### src/rtl/tag_pkg.sv
// ----------------------------------------------------------------------------
// tag_pkg
// Shared types, constants and the arctangent table of the tilt-to-gear block.
// ----------------------------------------------------------------------------
package tag_pkg;

  localparam int CORDIC_STAGES = 16;
  localparam int SQRT_STAGES   = 25;
  localparam int DIV_STAGES    = 18;
  localparam int QUEUE_DEPTH   = 4;
  localparam int QPTR_W        = $clog2(QUEUE_DEPTH);
  localparam int PADDR_W       = 5;

  // cordic datapath widths
  localparam int CW = 29;
  localparam int ZW = 28;

  localparam logic signed [ZW-1:0] ANGLE_RIGHT    = 28'sd58982400;
  localparam logic signed [ZW-1:0] ANGLE_STRAIGHT = 28'sd117964800;

  localparam logic [2:0] REG_X_OFFSET  = 3'd0;
  localparam logic [2:0] REG_Y_OFFSET  = 3'd1;
  localparam logic [2:0] REG_Z_OFFSET  = 3'd2;
  localparam logic [2:0] REG_ANGLE_LO  = 3'd3;
  localparam logic [2:0] REG_ANGLE_HI  = 3'd4;
  localparam logic [2:0] REG_GEAR_LO   = 3'd5;
  localparam logic [2:0] REG_GEAR_HI   = 3'd6;

  typedef struct packed {
    logic signed [15:0] x_offset;
    logic signed [15:0] y_offset;
    logic signed [15:0] z_offset;
    logic signed [11:0] angle_low_limit;
    logic signed [11:0] angle_high_limit;
    logic [4:0]         gear_min;
    logic [4:0]         gear_max;
  } cfg_t;

  typedef struct packed {
    logic [32:0] sq;
    logic [15:0] ady;
    logic        pos;
    logic        neg;
  } q_item_t;

  // atan(2^-i) in units of 2^-16 tenth degree
  function automatic logic signed [ZW-1:0] atan_entry(input int unsigned i);
    logic signed [ZW-1:0] v;
    case (i)
      0:  v = 28'sd29491200;
      1:  v = 28'sd17409672;
      2:  v = 28'sd9198793;
      3:  v = 28'sd4669451;
      4:  v = 28'sd2343786;
      5:  v = 28'sd1173036;
      6:  v = 28'sd586661;
      7:  v = 28'sd293348;
      8:  v = 28'sd146676;
      9:  v = 28'sd73339;
      10: v = 28'sd36669;
      11: v = 28'sd18335;
      12: v = 28'sd9167;
      13: v = 28'sd4584;
      14: v = 28'sd2292;
      15: v = 28'sd1146;
      16: v = 28'sd573;
      17: v = 28'sd286;
      18: v = 28'sd143;
      19: v = 28'sd72;
      20: v = 28'sd36;
      21: v = 28'sd18;
      22: v = 28'sd9;
      23: v = 28'sd4;
      default: v = '0;
    endcase
    return v;
  endfunction

endpackage

### src/rtl/tag_queue.sv
// ----------------------------------------------------------------------------
// tag_queue
// Short first-in first-out queue between the front and the back pipeline.
// ----------------------------------------------------------------------------
module tag_queue import tag_pkg::*; (
  input  logic    clk_i,
  input  logic    rst_ni,
  input  logic    push_valid_i,
  output logic    push_ready_o,
  input  q_item_t push_item_i,
  output logic    pop_valid_o,
  input  logic    pop_ready_i,
  output q_item_t pop_item_o
);

  q_item_t           mem_q [QUEUE_DEPTH];
  logic [QPTR_W-1:0] wr_q, rd_q;
  logic [QPTR_W:0]   cnt_q;
  logic              push, pop;

  assign push_ready_o = cnt_q != (QPTR_W+1)'(QUEUE_DEPTH);
  assign pop_valid_o  = cnt_q != '0;
  assign push         = push_valid_i && push_ready_o;
  assign pop          = pop_valid_o && pop_ready_i;
  assign pop_item_o   = mem_q[rd_q];

  always_ff @(posedge clk_i or negedge rst_ni) begin
    if (!rst_ni) begin
      wr_q  <= '0;
      rd_q  <= '0;
      cnt_q <= '0;
    end else begin
      if (push) begin
        wr_q <= wr_q + 1'b1;
      end
      if (pop) begin
        rd_q <= rd_q + 1'b1;
      end
      case ({push, pop})
        2'b10:   cnt_q <= cnt_q + 1'b1;
        2'b01:   cnt_q <= cnt_q - 1'b1;
        default: cnt_q <= cnt_q;
      endcase
    end
  end

  always_ff @(posedge clk_i) begin
    if (push) begin
      mem_q[wr_q] <= push_item_i;
    end
  end

endmodule

### config.mk
export PLATFORM = sky130hd
export DESIGN_NAME = tag_queue
export DESIGN_NICKNAME = d
export VERILOG_FILES = /design/src/rtl/tag_pkg.sv /design/src/rtl/tag_queue.sv
export SDC_FILE = /design/constraint.sdc
export NUM_CORES = 1
export LEC_CHECK = 0
export ABC_CLOCK_PERIOD_IN_PS = 3300
export BUFFER_PORTS_ARGS = -buffer_cell sky130_fd_sc_hd__buf_2
export CAP_MARGIN = 20
export CELL_PAD_IN_SITES_DETAIL_PLACEMENT = 2
export CELL_PAD_IN_SITES_GLOBAL_PLACEMENT = 2
export CORE_MARGIN = 2
export CORE_UTILIZATION = 48
export CTS_CLUSTER_DIAMETER = 50
export DETAILED_ROUTE_END_ITERATION = 6
export PLACE_DENSITY = 0.8
export SLEW_MARGIN = 20
export SYNTH_ARGS = -nofsm -noshare
export SYNTH_HDL_FRONTEND = slang
export SYNTH_SLANG_ARGS = --single-unit
### constraint.sdc
create_clock -name clk_i -period 3.3 [get_ports clk_i]
set_input_delay 0.33 -clock clk_i [delete_from_list [all_inputs] [get_ports clk_i]]
set_output_delay 0.33 -clock clk_i [all_outputs]
set_load 0.02 [all_outputs]
==> impl_metrics.toml <==
[outcome]
status = "finished clean"

[power_and_ir_drop]
switching_share_pct = 32.9
intPower_mw = 5.95
ir_drop_v = 0.000601
power_frac_seq_pct = 43.6
power.switching_mw = 2.91
clock_power_share_pct = 24.9
p_leak_nw = 3.21
p_comb_share_pct = 31.5
powerDensity_mw_per_mm2 = 956

[logic_synthesis]
synthTopCellsByArea = "edfxtp_1 79%, mux4_2 15%, dfrtp_1 2.3%, ha_1 0.80%, buf_4 0.48%"
synth_area_mm2 = 0.00777
synth_seq_cells = 211
netlist_instances = 304
yosysSeqAreaShare_pct = 81.0
synth_cell_types = 20
synth_nets = 365
yosysTopAreaCell = "edfxtp_1"
yosys_warnings = 0
synth_top_area_share_pct = 78.8
syn_area_per_cell_um2 = 25.6

[layout]
final_cell_mix = "204 x edfxtp_1, 107 x buf_2, 51 x mux4_2"
finalInstanceArea_mm2 = 0.00928
n_antenna_cell = 0
final_common_cell = "edfxtp_1"
final_layout_size_suffix_gt1_share_pct = 45.5
nets = 494
area_delta_synth_final_pct = 19.3

[worst_hold_path]
hp-class = "in -> reg"

[critical_path]
arrival_ps = 2250
cp_slowest_stage_delay_ps = 640
critical_path_class = "reg -> out"
cp_max_fo = 16
crit_required_ps = 2970
cp-end-kind = "primary output"
path_cells = "buf_4 > mux4_2 > buf_2"
crit_path_start_kind = "register"
critPathTopFamily = "flip-flops"
crit_slowest_cell = "dfrtp_4"
cp_num_buf_inv = 2

[timing]
maxSlewHeadroom_pct = 45.4
tightest_slew_ps = 819
finalHoldViolations = 0
clock_skew_ps = 14.4
post-route-period-util_pct = 78.3
grt_setup_unrepaired = "false"
setup_tns_ps = 0
whs_ps = 34.1
period_minus_slack_ps = 2580
max_freq_mhz = 387
final.setup.worst_slack_ps = 718
slew_viol_final = 0
setup_viol = 0

[floorplan]
die_w_um = 131
die_h_um = 131
rows = 46
start_util_pct = 48.9
dieArea_mm2 = 0.0172
core_area_mm2 = 0.0159
io_pins = 108

[clock_tree]
clk_latency_ps = 510
cts_tree = "yes"
cts-root-buf = "clkbuf_16"
cts_max_level = 1
cts.sinks = 211
path_clk_slew_ps = 60
clk_path_buf_depth = 3
cts_made_buffers = 22
post_cts_resized = 0

[flow_run]
maxCapViolations = 0

[global_route]
overflow = 0
grt_pass1_wl_mm = 27.8
first_global_vias = 4217
grt.total_usage_pct = 21.9
grt_max_degree = 33
antenna_found_initial = 1

[detailed_routing]
drt_wl_total_mm = 18.0
drc = 0
vias = 3620
drt_iter0_markers = 346
via_per_inst = 5.45
drt_pass1_iterations = 4
ant_nets = 0
post_drt_wl_per_cell_um = 27.1

[placed_design]
pre_cts_ws_ps = 921
dp_hpwl_mm = 11.6
place.gp.congestion = 0.678
place_area_mm2 = 0.00864
portBuffers = 107
## layer usage
layer | track usage (%) | vias up | part of all wire (%)
met1 | 29.3 | 1912 | 40
met4 | 5.13 | 0 | 2.1
li1 | - | 1552 | -
met3 | 4.32 | 30 | 5.4
met2 | 37.7 | 126 | 52
met5 | 0 | - | 0
## kinds of logic after synthesis
kind of cell	count (synthesis)	share of synthesized area (%)
DFF	211	81.0
muxes	53	15.1
buffers and inverters	18	1.16
and+or+nand+nor	9	0.837
xor gates and xnor gates	6	0.676
adders and majority gates	6	1.06
AOI/OAI and AO/OA	1	0.129
## layout make-up
class,instances,area [µm²]
clock buffer,29,577
sequential,211,6310
clock inverter,10,53.8
tap,216,270
inverter,6,22.5
timing repair buffer,117,663
fill,1311,6610
multi-input combinational,75,1380
## through the flow
| step | cells | util, % | total power, mW |
|---|---|---|---|
| floorplan | 304 | - | 5.68 |
| global placement | 624 | 54.4 | 6.58 |
| detailed placement | 624 | 54.4 | 6.76 |
| CTS | 664 | 58.4 | 9.00 |
| global route | 664 | 58.4 | 9.27 |
| finish | 664 | 58.4 | 8.87 |
## final timing paths
check,cells after the start,startpoint,slack (ps),endpoint
max in group asynchronous,2,rst_ni,2870,rd_q[0]$_DFFE_PN0P_
min,1,push_item_i[48],30,mem_q[3][48]$_DFFE_PP_
min reg2reg,1,cnt_q[2]$_DFFE_PN0P_,590,cnt_q[2]$_DFFE_PN0P_
max reg2reg,9,cnt_q[0]$_DFFE_PN0P_,900,cnt_q[2]$_DFFE_PN0P_
max,3,rd_q[0]$_DFFE_PN0P_,720,pop_item_o[50]
min in group asynchronous,2,rst_ni,230,cnt_q[1]$_DFFE_PN0P_
## Yosys cell counts
cell type  count
nor2_1         1
dfrtp_1        7
xnor2_1        3
mux2i_1        1
buf_2          3
ha_1           5
or3_2          1
or3b_4         1
mux4_2        51
inv_1          6
and2_4         1
o31a_2         1
nand2_1        1
mux2_4         1
and3_2         4
clkbuf_1       4
fa_1           1
xor2_1         3
buf_4          5
edfxtp_1     204
## flip-flops by register name, summed over array words and instances, names as in the netlist
signal,flops
wr_q,2
rd_q,2
cnt_q,3
mem_q,204
## what timing repair did
action,4_1_cts,5_1_grt
hold buffers,1,0
setup buffers,0,0
hold endpoints to repair,7,0
## power groups by stage
stage / clock [mW] / combinational (mW) / sequential [mW]
finish: 2.21 / 2.79 / 3.87
detailed placement: 0 / 2.83 / 3.93
floorplan: 0 / 1.99 / 3.69
global placement: 0 / 2.74 / 3.84
CTS: 2.26 / 2.85 / 3.89
global route: 2.34 / 2.99 / 3.94
(Power assumes the default switching activity.)
