**config.mk**
```make
export PLATFORM = sky130hd
export DESIGN_NAME = tag_front_flat
export DESIGN_NICKNAME = d
export VERILOG_FILES = /design/src/rtl/tag_pkg.sv /design/src/rtl/tag_if.sv /design/src/rtl/tag_front.sv /design/src/flat_wrapper.sv
export SDC_FILE = /design/constraint.sdc
export NUM_CORES = 1
export LEC_CHECK = 0
export ABC_AREA = 1
export BUFFER_PORTS_ARGS = -buffer_cell sky130_fd_sc_hd__buf_2
export CAP_MARGIN = 20
export CORE_ASPECT_RATIO = 1.1
export CORE_MARGIN = 8
export CORE_UTILIZATION = 34
export CTS_CLUSTER_SIZE = 8
export DETAILED_ROUTE_END_ITERATION = 10
export SYNTH_ARGS = -nofsm -noshare
export SYNTH_HDL_FRONTEND = slang
export SYNTH_SLANG_ARGS = --single-unit
```
**constraint.sdc**
```tcl
create_clock -name clk_i -period 10.9 [get_ports clk_i]
set_clock_uncertainty 0.15 [all_clocks]
set_input_delay 2.18 -clock clk_i [delete_from_list [all_inputs] [get_ports clk_i]]
set_output_delay 2.18 -clock clk_i [all_outputs]
set_load 0.01 [all_outputs]
```
**src/rtl/tag_pkg.sv**
```systemverilog
// ----------------------------------------------------------------------------
// tag_pkg
// Shared types, constants and the arctangent table of the tilt-to-gear block.
// ----------------------------------------------------------------------------
package tag_pkg;

  localparam int CORDIC_STAGES = 16;
  localparam int SQRT_STAGES   = 25;
  localparam int DIV_STAGES    = 18;
  localparam int QUEUE_DEPTH   = 4;
  localparam int QPTR_W        = $clog2(QUEUE_DEPTH);
  localparam int PADDR_W       = 5;

  // cordic datapath widths
  localparam int CW = 29;
  localparam int ZW = 28;

  localparam logic signed [ZW-1:0] ANGLE_RIGHT    = 28'sd58982400;
  localparam logic signed [ZW-1:0] ANGLE_STRAIGHT = 28'sd117964800;

  localparam logic [2:0] REG_X_OFFSET  = 3'd0;
  localparam logic [2:0] REG_Y_OFFSET  = 3'd1;
  localparam logic [2:0] REG_Z_OFFSET  = 3'd2;
  localparam logic [2:0] REG_ANGLE_LO  = 3'd3;
  localparam logic [2:0] REG_ANGLE_HI  = 3'd4;
  localparam logic [2:0] REG_GEAR_LO   = 3'd5;
  localparam logic [2:0] REG_GEAR_HI   = 3'd6;

  typedef struct packed {
    logic signed [15:0] x_offset;
    logic signed [15:0] y_offset;
    logic signed [15:0] z_offset;
    logic signed [11:0] angle_low_limit;
    logic signed [11:0] angle_high_limit;
    logic [4:0]         gear_min;
    logic [4:0]         gear_max;
  } cfg_t;

  typedef struct packed {
    logic [32:0] sq;
    logic [15:0] ady;
    logic        pos;
    logic        neg;
  } q_item_t;

  // atan(2^-i) in units of 2^-16 tenth degree
  function automatic logic signed [ZW-1:0] atan_entry(input int unsigned i);
    logic signed [ZW-1:0] v;
    case (i)
      0:  v = 28'sd29491200;
      1:  v = 28'sd17409672;
      2:  v = 28'sd9198793;
      3:  v = 28'sd4669451;
      4:  v = 28'sd2343786;
      5:  v = 28'sd1173036;
      6:  v = 28'sd586661;
      7:  v = 28'sd293348;
      8:  v = 28'sd146676;
      9:  v = 28'sd73339;
      10: v = 28'sd36669;
      11: v = 28'sd18335;
      12: v = 28'sd9167;
      13: v = 28'sd4584;
      14: v = 28'sd2292;
      15: v = 28'sd1146;
      16: v = 28'sd573;
      17: v = 28'sd286;
      18: v = 28'sd143;
      19: v = 28'sd72;
      20: v = 28'sd36;
      21: v = 28'sd18;
      22: v = 28'sd9;
      23: v = 28'sd4;
      default: v = '0;
    endcase
    return v;
  endfunction

endpackage

```
**src/rtl/tag_if.sv**
```systemverilog
// ----------------------------------------------------------------------------
// tag_if
// Valid/ready channels for accelerometer samples and gear results.
// ----------------------------------------------------------------------------
interface tag_smp_if;
  logic               valid;
  logic               ready;
  logic signed [15:0] x_raw;
  logic signed [15:0] y_raw;
  logic signed [15:0] z_raw;

  modport source (output valid, x_raw, y_raw, z_raw, input ready);
  modport sink   (input valid, x_raw, y_raw, z_raw, output ready);
endinterface


```
**src/rtl/tag_front.sv**
```systemverilog
// ----------------------------------------------------------------------------
// tag_front
// Takes samples, removes offsets, classifies sign cases and forms dx^2+dz^2.
// ----------------------------------------------------------------------------
module tag_front import tag_pkg::*; (
  input  logic    clk_i,
  input  logic    rst_ni,
  tag_smp_if.sink smp_i,
  input  cfg_t    cfg_i,
  output logic    push_valid_o,
  input  logic    push_ready_i,
  output q_item_t push_item_o
);

  logic               fv_q;
  logic signed [16:0] dx_q, dy_q, dz_q;
  logic signed [33:0] px, pz;
  logic signed [16:0] ndy;

  assign smp_i.ready = !fv_q || push_ready_i;

  always_ff @(posedge clk_i or negedge rst_ni) begin
    if (!rst_ni) begin
      fv_q <= 1'b0;
    end else if (smp_i.ready) begin
      fv_q <= smp_i.valid;
    end
  end

  always_ff @(posedge clk_i) begin
    if (smp_i.valid && smp_i.ready) begin
      dx_q <= $signed({smp_i.x_raw[15], smp_i.x_raw}) -
              $signed({cfg_i.x_offset[15], cfg_i.x_offset});
      dy_q <= $signed({smp_i.y_raw[15], smp_i.y_raw}) -
              $signed({cfg_i.y_offset[15], cfg_i.y_offset});
      dz_q <= $signed({smp_i.z_raw[15], smp_i.z_raw}) -
              $signed({cfg_i.z_offset[15], cfg_i.z_offset});
    end
  end

  assign px  = 34'(dx_q) * 34'(dx_q);
  assign pz  = 34'(dz_q) * 34'(dz_q);
  assign ndy = -dy_q;

  always_comb begin
    push_item_o.sq  = {1'b0, px[31:0]} + {1'b0, pz[31:0]};
    push_item_o.ady = dy_q[16] ? ndy[15:0] : dy_q[15:0];
    // gravity mostly along +z selects the upright half
    push_item_o.pos = dz_q > 17'sd2048;
    push_item_o.neg = dy_q[16];
  end

  assign push_valid_o = fv_q;

endmodule

```
**src/flat_wrapper.sv**
```systemverilog
// flat-port wrapper written by rule: the top's interface ports become plain ports
module tag_front_flat import tag_pkg::*;
  (clk_i, rst_ni, cfg_i, push_valid_o, push_ready_i, push_item_o, smp_i_valid, smp_i_x_raw, smp_i_y_raw, smp_i_z_raw, smp_i_ready);
  tag_smp_if smp_i_i ();
  input  logic clk_i;
  input  logic rst_ni;
  input  cfg_t cfg_i;
  output logic push_valid_o;
  input  logic push_ready_i;
  output q_item_t push_item_o;
  input wire logic [$bits(smp_i_i.valid)-1:0] smp_i_valid;
  input wire logic [$bits(smp_i_i.x_raw)-1:0] smp_i_x_raw;
  input wire logic [$bits(smp_i_i.y_raw)-1:0] smp_i_y_raw;
  input wire logic [$bits(smp_i_i.z_raw)-1:0] smp_i_z_raw;
  output wire logic [$bits(smp_i_i.ready)-1:0] smp_i_ready;
  assign smp_i_i.valid = smp_i_valid;
  assign smp_i_i.x_raw = smp_i_x_raw;
  assign smp_i_i.y_raw = smp_i_y_raw;
  assign smp_i_i.z_raw = smp_i_z_raw;
  assign smp_i_ready = smp_i_i.ready;
  tag_front u_core (.clk_i(clk_i), .rst_ni(rst_ni), .smp_i(smp_i_i), .cfg_i(cfg_i), .push_valid_o(push_valid_o), .push_ready_i(push_ready_i), .push_item_o(push_item_o));
endmodule
```
==> results.yml <==
routing:
  wirelength_um: 64820
  dr.pass1.iters: 5
  routed_vias: 21176
  via_per_inst: 4.555
  drcViolationCount: 0
  routedWlPerCell_um: 13.94
  drt_first_iter_violations: 1053
  antenna_left: 0
timing:
  rsz0062_at_grt: "false"
  drv_slew: 0
  slew_headroom_pct: 39.78
  finalHoldViolations: 0
  final-setup-viol-count: 0
  tns_ns: 0
  final.min_clock_period_ns: 10.31
  max_slew.worst_pin.slew_ns: 0.9033
  fin_crit_sh_pct: 94.55
  fmax_mhz: 97.03
grt:
  gr_ovfl_total: 0
  grt_pass1_wl_um: 110800
  initial_antenna_violation_count: 1
  grt_util_all_layers_pct: 15.09
  grt_start_max_net_pins: 52
  number_of_global_route_vias_before_repair: 22392
clocking:
  ctsLongestPathBuffers: 2
  clk_root_buffer_cell: "sky130_fd_sc_hd__clkbuf_16"
  number_of_buffers_added_to_fix_hold_violations_after_cts: 0
  clkTransAtPathRegs_ns: 0.07
  tritoncts.num_buffers: 5
  htreeDepth: 2
  clock_tree_sinks: 52
  worst_skew_pair_later_pin_latency_ns: 0.30
  cts_tree: "built"
floorplan:
  die_x_um: 283.2
  floorplan.initialDensity_pct: 34.38
  die_area_um2: 87750
  ios: 187
  die_h_um: 309.9
  core_area_um2: 77650
  number_of_rows_created_at_floorplan: 107
final_layout:
  num-fill-cells: 8223
  layout-drive-gt1-share_pct: 6.200
  commonest_cells_after_routing_fill_and_taps_aside: "sky130_fd_sc_hd__inv_1, sky130_fd_sc_hd__nand2_1, sky130_fd_sc_hd__fa_1"
  syn_to_final_growth_pct: 7.898
  num-nets-final: 4510
  layout.cells.most_common: "sky130_fd_sc_hd__inv_1"
yosys:
  synth-main-ff-cell: "sky130_fd_sc_hd__edfxtp_1"
  syn-mean-instance-area_um2: 7.614
  synth_async_sr_flop_share_pct: 1.923
  synth_warnings: 0
  ff_latch_count_synth: 52
  synth.lib_cells_used.distinct: 46
  synthesis.area_um2: 26700
  syn-num-nets: 4404
  syn-instance-count: 3506
  synth_edf_count: 51
  yosysSeqAreaShare_pct: 5.831
worst_setup_path:
  cp_data_required_time_ns: 8.57
  cell_with_the_biggest_individual_delay_on_the_critical_path: "sky130_fd_sc_hd__fa_1"
  timing.critical_path.slowest_cell_delay_ns: 0.80
  worst_ep_arrival_time_ns: 7.98
  timing.critical_path.from_type: "flop"
  cp_common_cell: "sky130_fd_sc_hd__nand2_1"
  end_kind: "output port"
  worst_path_class_setup: "reg2out"
  path_max_fanout: 13
  r2r_slack_ns: 9.25
placement:
  place.port_buffers: 152
  place_congestion: 0.8985
  detailedPlacementHpwl_um: 58160
job:
  max-cap-violations: 0
hold_path:
  worst_hold_path_type: "reg2reg"
outcome:
  status: "finished clean"
-- routing by layer --
metal / wire length [um] / GRT usage, %
met2: 31000 / 26.56
met3: 2196 / 1.024
met4: 1064 / 2.840
met1: 30560 / 20.57
met5: 0 / 0
-- flip-flops by register name, indices dropped and copies added (netlist names) --
signal and count:
u_core.dz_q 17, u_core.dx_q 17, u_core.push_valid_o 1, u_core.dy_q 17
-- critical path, delay by kind of cell, from the launching register on --
| kind | cells | cell delay, ns |
|---|---|---|
| buffers and inverters | 6 | 0.62 |
| DFF | 1 | 0.65 |
| and+or+nand+nor | 14 | 2.16 |
| adders and majority gates | 8 | 4.25 |
-- metrics by stage --
stage	area, um^2	std cells	setup WS (ns)	hold WS, ns	util [%]
2_1_floorplan	26700	3506	1.836	0.4594	-
3_3_place_gp	28620	4639	0.7921	0.4164	36.85
3_5_place_dp	28620	4639	0.7733	0.4227	36.85
4_1_cts	28790	4647	0.4025	0.4320	37.07
5_1_grt	28800	4648	0.05267	0.4763	37.09
6_report	28800	4649	0.5941	0.4269	37.09
-- synth_stat cells, drive strengths merged, types with 2 or more instances --
master   number  area (um^2)
xor2         96        840.8
a31oi         9        56.30
a21oi       125        629.4
nand4        39        244.0
nor3         22        120.1
o21ai        70        361.6
o21bai       19        142.6
ha          252         3153
nand3       123        625.6
clkbuf       60        225.2
a21o         15        112.6
o2111ai       3        26.28
fa          512        10250
nand2       795         3012
inv        1032         3874
and3          3        18.77
o31ai         4        30.03
xnor2        33        289.0
edfxtp       51         1531
buf          14        71.32
and2          3        18.77
a31o          5        43.79
nor2        174        660.6
nand3b       11        82.58
o21a          3        22.52
or2           8        50.05
clkinv        2        7.510
nor4         14        106.4
a21boi        4        33.78
o211ai        2        15.01
-- repair_timing --
action                                 in CTS  in global routing
buffers inserted                            0                  1
gates resized for setup                     0                  1
setup endpoints to repair                   0                  8
endpoints found under the hold margin       0                  0
-- path summary, 6_finish.rpt --
path | startpoint | end | cells after the start
setup / recovery | u_core.dx_q[16]$_DFFE_PP_ | push_item_o[48] | 28
hold / removal | u_core.push_valid_o$_DFFE_PN0N_ | u_core.push_valid_o$_DFFE_PN0N_ | 2
setup reg to reg | u_core.push_valid_o$_DFFE_PN0N_ | u_core.dx_q[11]$_DFFE_PP_ | 2
hold reg to reg | u_core.push_valid_o$_DFFE_PN0N_ | u_core.push_valid_o$_DFFE_PN0N_ | 2
max in group asynchronous | rst_ni | u_core.push_valid_o$_DFFE_PN0N_ | 1
min in group asynchronous | rst_ni | u_core.push_valid_o$_DFFE_PN0N_ | 1
-- kinds of logic (layout without fill, tap and decap cells) --
group	Yosys count	in the layout	synth area share (%)
DFF	52	52	5.831
adders and majority gates	764	764	50.21
buffers and inverters	1108	1215	15.65
and+or+nand+nor	1192	1192	18.50
other	0	1	0
xor gates and xnor gates	129	129	4.232
AOI/OAI and AO/OA	261	261	5.582
-- layout make-up --
class | count | area, um^2 | share of cell area, %
diodes | 1 | 2.502 | 0.008688
clock buffers | 5 | 125.1 | 0.4344
clock inverters | 3 | 46.29 | 0.1607
inverters | 1034 | 3881 | 13.47
multi-input cells | 2346 | 20980 | 72.82
flip-flops and latches | 52 | 1556 | 5.404
well taps | 1035 | 1295 | 4.496
repair buffers | 173 | 922.1 | 3.201
Power is not shown: default switching activity piles up to over one toggle a cycle in this logic, so the estimate is an artifact.
